File: config.mk
export PLATFORM = sky130hd
export DESIGN_NAME = dcc_speed_packet_scheduler_core
export DESIGN_NICKNAME = d
export VERILOG_FILES = /design/src/rtl/dsps_pkg.sv /design/src/rtl/dsps_slot_ram.sv /design/src/rtl/dsps_emitter.sv /design/src/rtl/dcc_speed_packet_scheduler_core.sv
export SDC_FILE = /design/constraint.sdc
export NUM_CORES = 1
export LEC_CHECK = 0
export BUFFER_PORTS_ARGS = -buffer_cell sky130_fd_sc_hd__buf_4
export CORE_ASPECT_RATIO = 1.1
export CORE_UTILIZATION = 56
export CTS_BUF_LIST = sky130_fd_sc_hd__clkbuf_8
export DETAILED_ROUTE_END_ITERATION = 6
export PLACE_DENSITY = 0.78
export SLEW_MARGIN = 15
export SYNTH_ARGS = -nofsm -noshare
export SYNTH_HDL_FRONTEND = slang
export SYNTH_SLANG_ARGS = --single-unit
File: constraint.sdc
create_clock -name clk -period 2.4 [get_ports clk]
set_clock_uncertainty 0.1 [all_clocks]
set_input_delay 0.12 -clock clk [delete_from_list [all_inputs] [get_ports clk]]
set_output_delay 0.12 -clock clk [all_outputs]
set_load 0.03 [all_outputs]
File: src/rtl/dsps_pkg.sv
`timescale 1ns / 1ps
package dsps_pkg;

  localparam int SLOT_COUNT_DEF = 8;

  localparam logic [7:0] INST_FORWARD = 8'h40;
  localparam logic [7:0] INST_REVERSE = 8'h60;
  localparam logic [7:0] MAX_STEP     = 8'd28;
  localparam logic [7:0] STOP_INST    = 8'h41;
  localparam logic [7:0] ADDR_MASK    = 8'h7f;

  typedef enum logic [1:0] {
    FUNC_SET_SPEED = 2'd0,
    FUNC_STOP_CTRL = 2'd1,
    FUNC_UPDATE    = 2'd2
  } func_t;

  // 28-step speed code for a saturated step (0..28)
  function automatic logic [7:0] step_code(input logic [4:0] s);
    logic [7:0] c;
    c = 8'h00;
    case (s)
      5'd1:  c = 8'h02;
      5'd2:  c = 8'h12;
      5'd3:  c = 8'h03;
      5'd4:  c = 8'h13;
      5'd5:  c = 8'h04;
      5'd6:  c = 8'h14;
      5'd7:  c = 8'h05;
      5'd8:  c = 8'h15;
      5'd9:  c = 8'h06;
      5'd10: c = 8'h16;
      5'd11: c = 8'h07;
      5'd12: c = 8'h17;
      5'd13: c = 8'h08;
      5'd14: c = 8'h18;
      5'd15: c = 8'h09;
      5'd16: c = 8'h19;
      5'd17: c = 8'h0a;
      5'd18: c = 8'h1a;
      5'd19: c = 8'h0b;
      5'd20: c = 8'h1b;
      5'd21: c = 8'h0c;
      5'd22: c = 8'h1c;
      5'd23: c = 8'h0d;
      5'd24: c = 8'h1d;
      5'd25: c = 8'h0e;
      5'd26: c = 8'h1e;
      5'd27: c = 8'h0f;
      5'd28: c = 8'h1f;
      default: c = 8'h00;
    endcase
    return c;
  endfunction

endpackage

File: src/rtl/dsps_slot_ram.sv
`timescale 1ns / 1ps
module dsps_slot_ram #(
  parameter int DEPTH = dsps_pkg::SLOT_COUNT_DEF,
  parameter int AW    = (DEPTH > 1) ? $clog2(DEPTH) : 1
) (
  input  logic          clk,
  input  logic          wr_en,
  input  logic [AW-1:0] wr_addr,
  input  logic [7:0]    wr_data,
  input  logic          rd_en,
  input  logic [AW-1:0] rd_addr,
  output logic [7:0]    rd_data
);

  logic [7:0] mem [DEPTH];

  always_ff @(posedge clk) begin
    if (wr_en) begin
      mem[wr_addr] <= wr_data;
    end
    if (rd_en) begin
      rd_data <= mem[rd_addr];
    end
  end

endmodule

File: src/rtl/dsps_emitter.sv
`timescale 1ns / 1ps
module dsps_emitter #(
  parameter int SLOT_COUNT = dsps_pkg::SLOT_COUNT_DEF,
  parameter int IDX_W      = (SLOT_COUNT > 1) ? $clog2(SLOT_COUNT) : 1
) (
  input  logic                  clk,
  input  logic                  rst,
  input  logic                  go,
  input  logic                  stopped,
  input  logic [SLOT_COUNT-1:0] valid,
  output logic                  rd_en,
  output logic [IDX_W-1:0]      rd_addr,
  input  logic [7:0]            rd_data,
  output logic                  busy,
  output logic                  strobe,
  output logic [7:0]            packet_byte,
  output logic [2:0]            slot_index,
  output logic                  last_of_frame,
  output logic                  last_of_run
);

  typedef enum logic [2:0] {
    S_IDLE,
    S_ADDR,
    S_INST,
    S_CHK,
    S_STOP1,
    S_STOP2
  } state_t;

  state_t           state;
  logic [IDX_W-1:0] idx;
  logic [7:0]       inst_q;

  logic             first_found;
  logic [IDX_W-1:0] first_idx;
  logic             next_found;
  logic [IDX_W-1:0] next_idx;
  logic [7:0]       first_wide;
  logic [7:0]       idx_wide;
  logic [7:0]       first_addr;
  logic [7:0]       idx_addr;

  // lowest filled slot overall, and lowest filled slot above the current one
  always_comb begin
    first_found = 1'b0;
    first_idx   = '0;
    next_found  = 1'b0;
    next_idx    = '0;
    for (int j = SLOT_COUNT - 1; j >= 0; j--) begin
      if (valid[j]) begin
        first_found = 1'b1;
        first_idx   = IDX_W'(j);
        if (j > int'(idx)) begin
          next_found = 1'b1;
          next_idx   = IDX_W'(j);
        end
      end
    end
  end

  assign first_wide = 8'(first_idx);
  assign idx_wide   = 8'(idx);
  assign first_addr = (first_wide + 8'd1) & dsps_pkg::ADDR_MASK;
  assign idx_addr   = (idx_wide + 8'd1) & dsps_pkg::ADDR_MASK;

  assign busy    = (state != S_IDLE);
  assign rd_en   = ((state == S_IDLE) && go && !stopped && first_found) || (state == S_ADDR);
  assign rd_addr = (state == S_IDLE) ? first_idx : idx;

  always_ff @(posedge clk) begin
    if (rst) begin
      state  <= S_IDLE;
      strobe <= 1'b0;
    end else begin
      strobe <= 1'b0;
      unique case (state)
        S_IDLE: begin
          if (go) begin
            if (stopped) begin
              strobe        <= 1'b1;
              packet_byte   <= 8'h00;
              slot_index    <= 3'd0;
              last_of_frame <= 1'b0;
              last_of_run   <= 1'b0;
              state         <= S_STOP1;
            end else if (first_found) begin
              strobe        <= 1'b1;
              packet_byte   <= first_addr;
              slot_index    <= first_wide[2:0];
              last_of_frame <= 1'b0;
              last_of_run   <= 1'b0;
              idx           <= first_idx;
              state         <= S_INST;
            end
          end
        end
        S_ADDR: begin
          strobe        <= 1'b1;
          packet_byte   <= idx_addr;
          slot_index    <= idx_wide[2:0];
          last_of_frame <= 1'b0;
          last_of_run   <= 1'b0;
          state         <= S_INST;
        end
        S_INST: begin
          strobe      <= 1'b1;
          packet_byte <= rd_data;
          inst_q      <= rd_data;
          state       <= S_CHK;
        end
        S_CHK: begin
          strobe        <= 1'b1;
          packet_byte   <= idx_addr ^ inst_q;
          last_of_frame <= 1'b1;
          last_of_run   <= !next_found;
          if (next_found) begin
            idx   <= next_idx;
            state <= S_ADDR;
          end else begin
            state <= S_IDLE;
          end
        end
        S_STOP1: begin
          strobe      <= 1'b1;
          packet_byte <= dsps_pkg::STOP_INST;
          state       <= S_STOP2;
        end
        S_STOP2: begin
          strobe        <= 1'b1;
          packet_byte   <= dsps_pkg::STOP_INST;
          last_of_frame <= 1'b1;
          last_of_run   <= 1'b1;
          state         <= S_IDLE;
        end
        default: state <= S_IDLE;
      endcase
    end
  end

endmodule

File: src/rtl/dcc_speed_packet_scheduler_core.sv
`timescale 1ns / 1ps
// Channel   Handshake          Payload
// command   start / busy       func, loco_address, speed_step, forward, stop_enable
// result    strobe (per byte)  packet_byte, slot_index, last_of_frame, last_of_run
//
// A command beat is taken when start is high and busy is low.
// Set speed and stop control emit nothing and leave busy low.
// An update emits bytes one per cycle starting the cycle after the beat: 3 bytes
// when stopped, else 3 per filled slot with no gap between packets (up to 24);
// the slot memory read overlaps the address byte. busy drops with the last byte.
// Reset is synchronous: all slots empty, stop released. Results cannot be stalled.
module dcc_speed_packet_scheduler_core #(
  parameter int SLOT_COUNT = dsps_pkg::SLOT_COUNT_DEF
) (
  input  logic       clk,
  input  logic       rst,
  input  logic       start,
  output logic       busy,
  input  logic [1:0] func,
  input  logic [7:0] loco_address,
  input  logic [7:0] speed_step,
  input  logic       forward,
  input  logic       stop_enable,
  output logic       strobe,
  output logic [7:0] packet_byte,
  output logic [2:0] slot_index,
  output logic       last_of_frame,
  output logic       last_of_run
);

  localparam int IDX_W = (SLOT_COUNT > 1) ? $clog2(SLOT_COUNT) : 1;

  logic                  accept;
  logic [SLOT_COUNT-1:0] valid;
  logic                  stop_flag;
  logic                  in_range;
  logic                  wr_en;
  logic [IDX_W-1:0]      wr_addr;
  logic [7:0]            wr_data;
  logic [7:0]            step_sat;
  logic                  go;
  logic                  rd_en;
  logic [IDX_W-1:0]      rd_addr;
  logic [7:0]            rd_data;

  assign accept   = start && !busy;
  assign in_range = (loco_address != 8'd0) && (32'(loco_address) <= 32'(SLOT_COUNT));
  assign step_sat = (speed_step > dsps_pkg::MAX_STEP) ? dsps_pkg::MAX_STEP : speed_step;
  assign wr_addr  = IDX_W'(loco_address - 8'd1);
  assign wr_data  = (forward ? dsps_pkg::INST_FORWARD : dsps_pkg::INST_REVERSE)
                    | dsps_pkg::step_code(step_sat[4:0]);

  always_comb begin
    wr_en = 1'b0;
    go    = 1'b0;
    unique case (dsps_pkg::func_t'(func))
      dsps_pkg::FUNC_SET_SPEED: wr_en = accept && in_range;
      dsps_pkg::FUNC_STOP_CTRL: ;
      dsps_pkg::FUNC_UPDATE:    go = accept;
      default: ;
    endcase
  end

  always_ff @(posedge clk) begin
    if (rst) begin
      valid     <= '0;
      stop_flag <= 1'b0;
    end else if (accept && (func == dsps_pkg::FUNC_STOP_CTRL)) begin
      stop_flag <= stop_enable;
      if (stop_enable) begin
        valid <= '0;
      end
    end else if (wr_en) begin
      valid[wr_addr] <= 1'b1;
    end
  end

  dsps_slot_ram #(
    .DEPTH (SLOT_COUNT),
    .AW    (IDX_W)
  ) u_ram (
    .clk     (clk),
    .wr_en   (wr_en),
    .wr_addr (wr_addr),
    .wr_data (wr_data),
    .rd_en   (rd_en),
    .rd_addr (rd_addr),
    .rd_data (rd_data)
  );

  dsps_emitter #(
    .SLOT_COUNT (SLOT_COUNT),
    .IDX_W      (IDX_W)
  ) u_emit (
    .clk           (clk),
    .rst           (rst),
    .go            (go),
    .stopped       (stop_flag),
    .valid         (valid),
    .rd_en         (rd_en),
    .rd_addr       (rd_addr),
    .rd_data       (rd_data),
    .busy          (busy),
    .strobe        (strobe),
    .packet_byte   (packet_byte),
    .slot_index    (slot_index),
    .last_of_frame (last_of_frame),
    .last_of_run   (last_of_run)
  );

  a_run_ends_frame: assert property (@(posedge clk) disable iff (rst)
    strobe && last_of_run |-> last_of_frame)
    else $error("last byte of run does not close a packet");

  a_frame_contiguous: assert property (@(posedge clk) disable iff (rst)
    strobe && !last_of_frame |=> strobe)
    else $error("gap inside a packet");

  a_quiet_after_run: assert property (@(posedge clk) disable iff (rst)
    strobe && last_of_run && !accept |=> !strobe)
    else $error("byte emitted after end of run");

  a_idle_on_last: assert property (@(posedge clk) disable iff (rst)
    strobe && last_of_run |-> !busy)
    else $error("still busy on last byte of run");

endmodule

==> results.py <==
metrics = {
    "route": {
        "drc": 0,
        "totalWireLength_um": 11080,
        "drt-wirelength-per-cell_um": 18.16,
        "via_count": 3898,
        "drt_pass1_iterations": 5,
        "avgViaCountPerCell": 6.390,
        "drtIter0Drc": 396,
        "ant_nets": 0,
    },
    "logic_synthesis": {
        "yosysMostFrequentCell": "edfxtp_1",
        "synth_flop_cell": "edfxtp_1",
        "synthMuxAreaShare_pct": 0.4271,
        "synth-xor-area-share_pct": 1.121,
        "yosys-top-cells-count": "edfxtp_1, nand3_1, nand2_1",
        "synth_top_family_by_area": "simple AND/OR/NAND/NOR gates",
        "syn_area_per_cell_um2": 10.58,
        "ys_warn_count": 0,
        "synth_nets": 475,
        "synthAdderAreaFrac_pct": 2.403,
        "seq_area_frac_synth_pct": 53.60,
        "synth_top_area_share_pct": 48.05,
        "synth_compound_gate_area_share_pct": 18.50,
        "ys_ff_latch": 88,
        "synthArstFlopShare_pct": 0,
        "yosys-top-cells-area": "edfxtp_1, nand3_1, dfxtp_1",
        "syn_inst": 443,
        "synth-simple-area-share_pct": 19.35,
        "synth_edf_count": 75,
        "ys_types": 62,
        "yosys.area.top_type": "edfxtp_1",
        "syn-cell-area_um2": 4687,
    },
    "clock_tree": {
        "cts_tree": "built",
        "clockBufferDepth": 2,
        "cts.sink_count": 88,
        "cts_root_buffer": "clkbuf_8",
        "insertion_delay_ns": 0.35,
        "path_clk_slew_ns": 0.09,
        "cts_setup_buffers": 0,
        "cts_buffers": 9,
        "htree_levels": 3,
    },
    "timing": {
        "setup_violations": 0,
        "tns_ns": 0,
        "relSlewSlack_pct": 53.30,
        "slew_violations": 0,
        "fmax_ghz": 0.4329,
        "finalHoldViolCount": 0,
        "min_period_ns": 2.310,
        "tightest_slew_ns": 0.7004,
        "fin_crit_sh_pct": 96.25,
    },
    "grt": {
        "grt_pass1_wl_um": 17740,
        "antenna_found_initial": 0,
        "grt_pass1_vias": 3721,
        "track_usage_pct": 26.93,
        "grt-ovfl-total": 0,
        "grt_max_degree": 25,
    },
    "worst_setup_path": {
        "endpoint_kind": "flip-flop",
        "regToRegSetupSlack_ns": 0.09,
        "crit_arrival_ns": 2.32,
        "required_ns": 2.41,
        "path_max_fanout": 8,
        "worstSetupStartpointType": "flip-flop",
        "crit_type": "flip-flop to flip-flop",
    },
    "power_and_ir_drop": {
        "ir_worst_vdd_v": 0.0003951,
        "p_per_area_nw_per_um2": 499.0,
        "finalPower_mw": 2.722,
        "leakagePower_nw": 2.096,
    },
    "floorplan": {
        "start_util_pct": 58.60,
        "rows": 34,
        "die_w_um": 89.23,
        "die_h_um": 97.95,
        "dieArea_um2": 8740,
        "ios": 38,
        "core_um2": 7998,
    },
    "cells_and_area": {
        "syn_to_final_growth_pct": 16.39,
        "layout-drive-gt1-share_pct": 21.91,
        "nets": 529,
        "fill_cells": 600,
        "antenna_cells": 0,
        "fin_util_pct": 68.21,
    },
    "worst_hold_path": {
        "worstHoldPathType": "input port to flip-flop",
    },
    "place": {
        "dpl.hpwl_um": 7896,
        "gp_congestion": 0.9186,
        "portBuffers": 36,
    },
    "outcome": {
        "status": "finished clean",
    },
    "run": {
        "cap_violations": 0,
    },
}
-- stage by stage --
stage	hold WS, ns	cell area [um^2]	setup WS, ns	cells
after floorplan	0.08907	4692	0.04037	443
after global placement	0.2548	5239	0.06547	592
after detailed placement	0.2474	5239	0.06098	592
after CTS	0.02581	5423	0.04529	610
after global routing	0.04707	5455	-0.06119	610
final	0.03608	5455	0.09005	610
-- kinds of logic (layout without fill, tap and decap cells) --
family          count (synthesis)  count (layout)
simple gates                  177             177
compound gates                116             116
flops                          88              88
buf+inv                        44             103
fa+ha+maj                       9               9
xor+xnor                        6               6
mux                             2               2
other cells                     1               1
-- flip-flops by register name, summed over array words and instances (netlist names) --
| signal | cells |
|---|---|
| u_emit.packet_byte | 7 |
| u_emit.last_of_run | 1 |
| u_emit.idx | 3 |
| u_emit.strobe | 1 |
| stop_flag | 1 |
| u_emit.slot_index | 3 |
| u_emit.inst_q | 6 |
| u_ram.rd_data | 6 |
| u_emit.last_of_frame | 1 |
| valid | 8 |
| u_ram.mem | 48 |
| u_emit.state | 3 |
-- what timing repair did --
item | in CTS | in global routing
gates resized for setup | 0 | 7
hold buffers | 2 | 0
setup endpoints to repair | 0 | 27
endpoints found under the hold margin | 2 | 0
-- final timing paths --
kind | start | end | cells after the start
min reg2reg | u_ram.rd_data[4] | u_emit.inst_q[4] | 0
min | loco_address[0] | valid[7] | 3
max | valid[0] | u_ram.rd_data[1] | 6
max reg2reg | valid[0] | u_ram.rd_data[1] | 6
-- worst max-delay path, cell delays in order (launching register included) --
cell and delay, ns:
dfxtp_1 0.46, nor4_2 0.48, o41ai_4 0.22, o21ai_4 0.28, nand2_2 0.16, o22a_1 0.19
and3_1 0.17
-- layout make-up --
type                    instances  area [um^2]  area share [%]
multi-input cells             311         1999           36.65
clock buffers                   9        123.9           2.271
flip-flops and latches         88         2514           46.08
well taps                     108        135.1           2.477
inverters                      14        52.55          0.9633
clock inverters                 7        40.04          0.7339
repair buffers                 73        590.6           10.83
-- power by group --
group / internal [mW] / total, mW / switching, mW
combinational: 0.0756 / 0.183 / 0.107
clock: 0.367 / 0.879 / 0.512
sequential: 1.66 / 1.66 / 0.00267
-- per-layer routing --
layer / global-route usage, % / routed length [um] / up-vias
met3: 4.565 / 748 / 45
met2: 44.80 / 5578 / 216
met5: 0 / 0 / -
met4: 14.77 / 485 / 0
li1: - / - / 1797
met1: 32.81 / 4263 / 1840
-- cells in the final DEF, fill, tap and decap left out, types with 12 or more instances in the layout --
master    instances
dfxtp_1          12
nand3_1          69
a21oi_1          22
edfxtp_1         75
buf_4            68
a221oi_1         15
a22oi_1          16
nand2_1          35
o21ai_0          16
nor2_1           27
inv_1            17
Power figures use the tool's default switching activity.
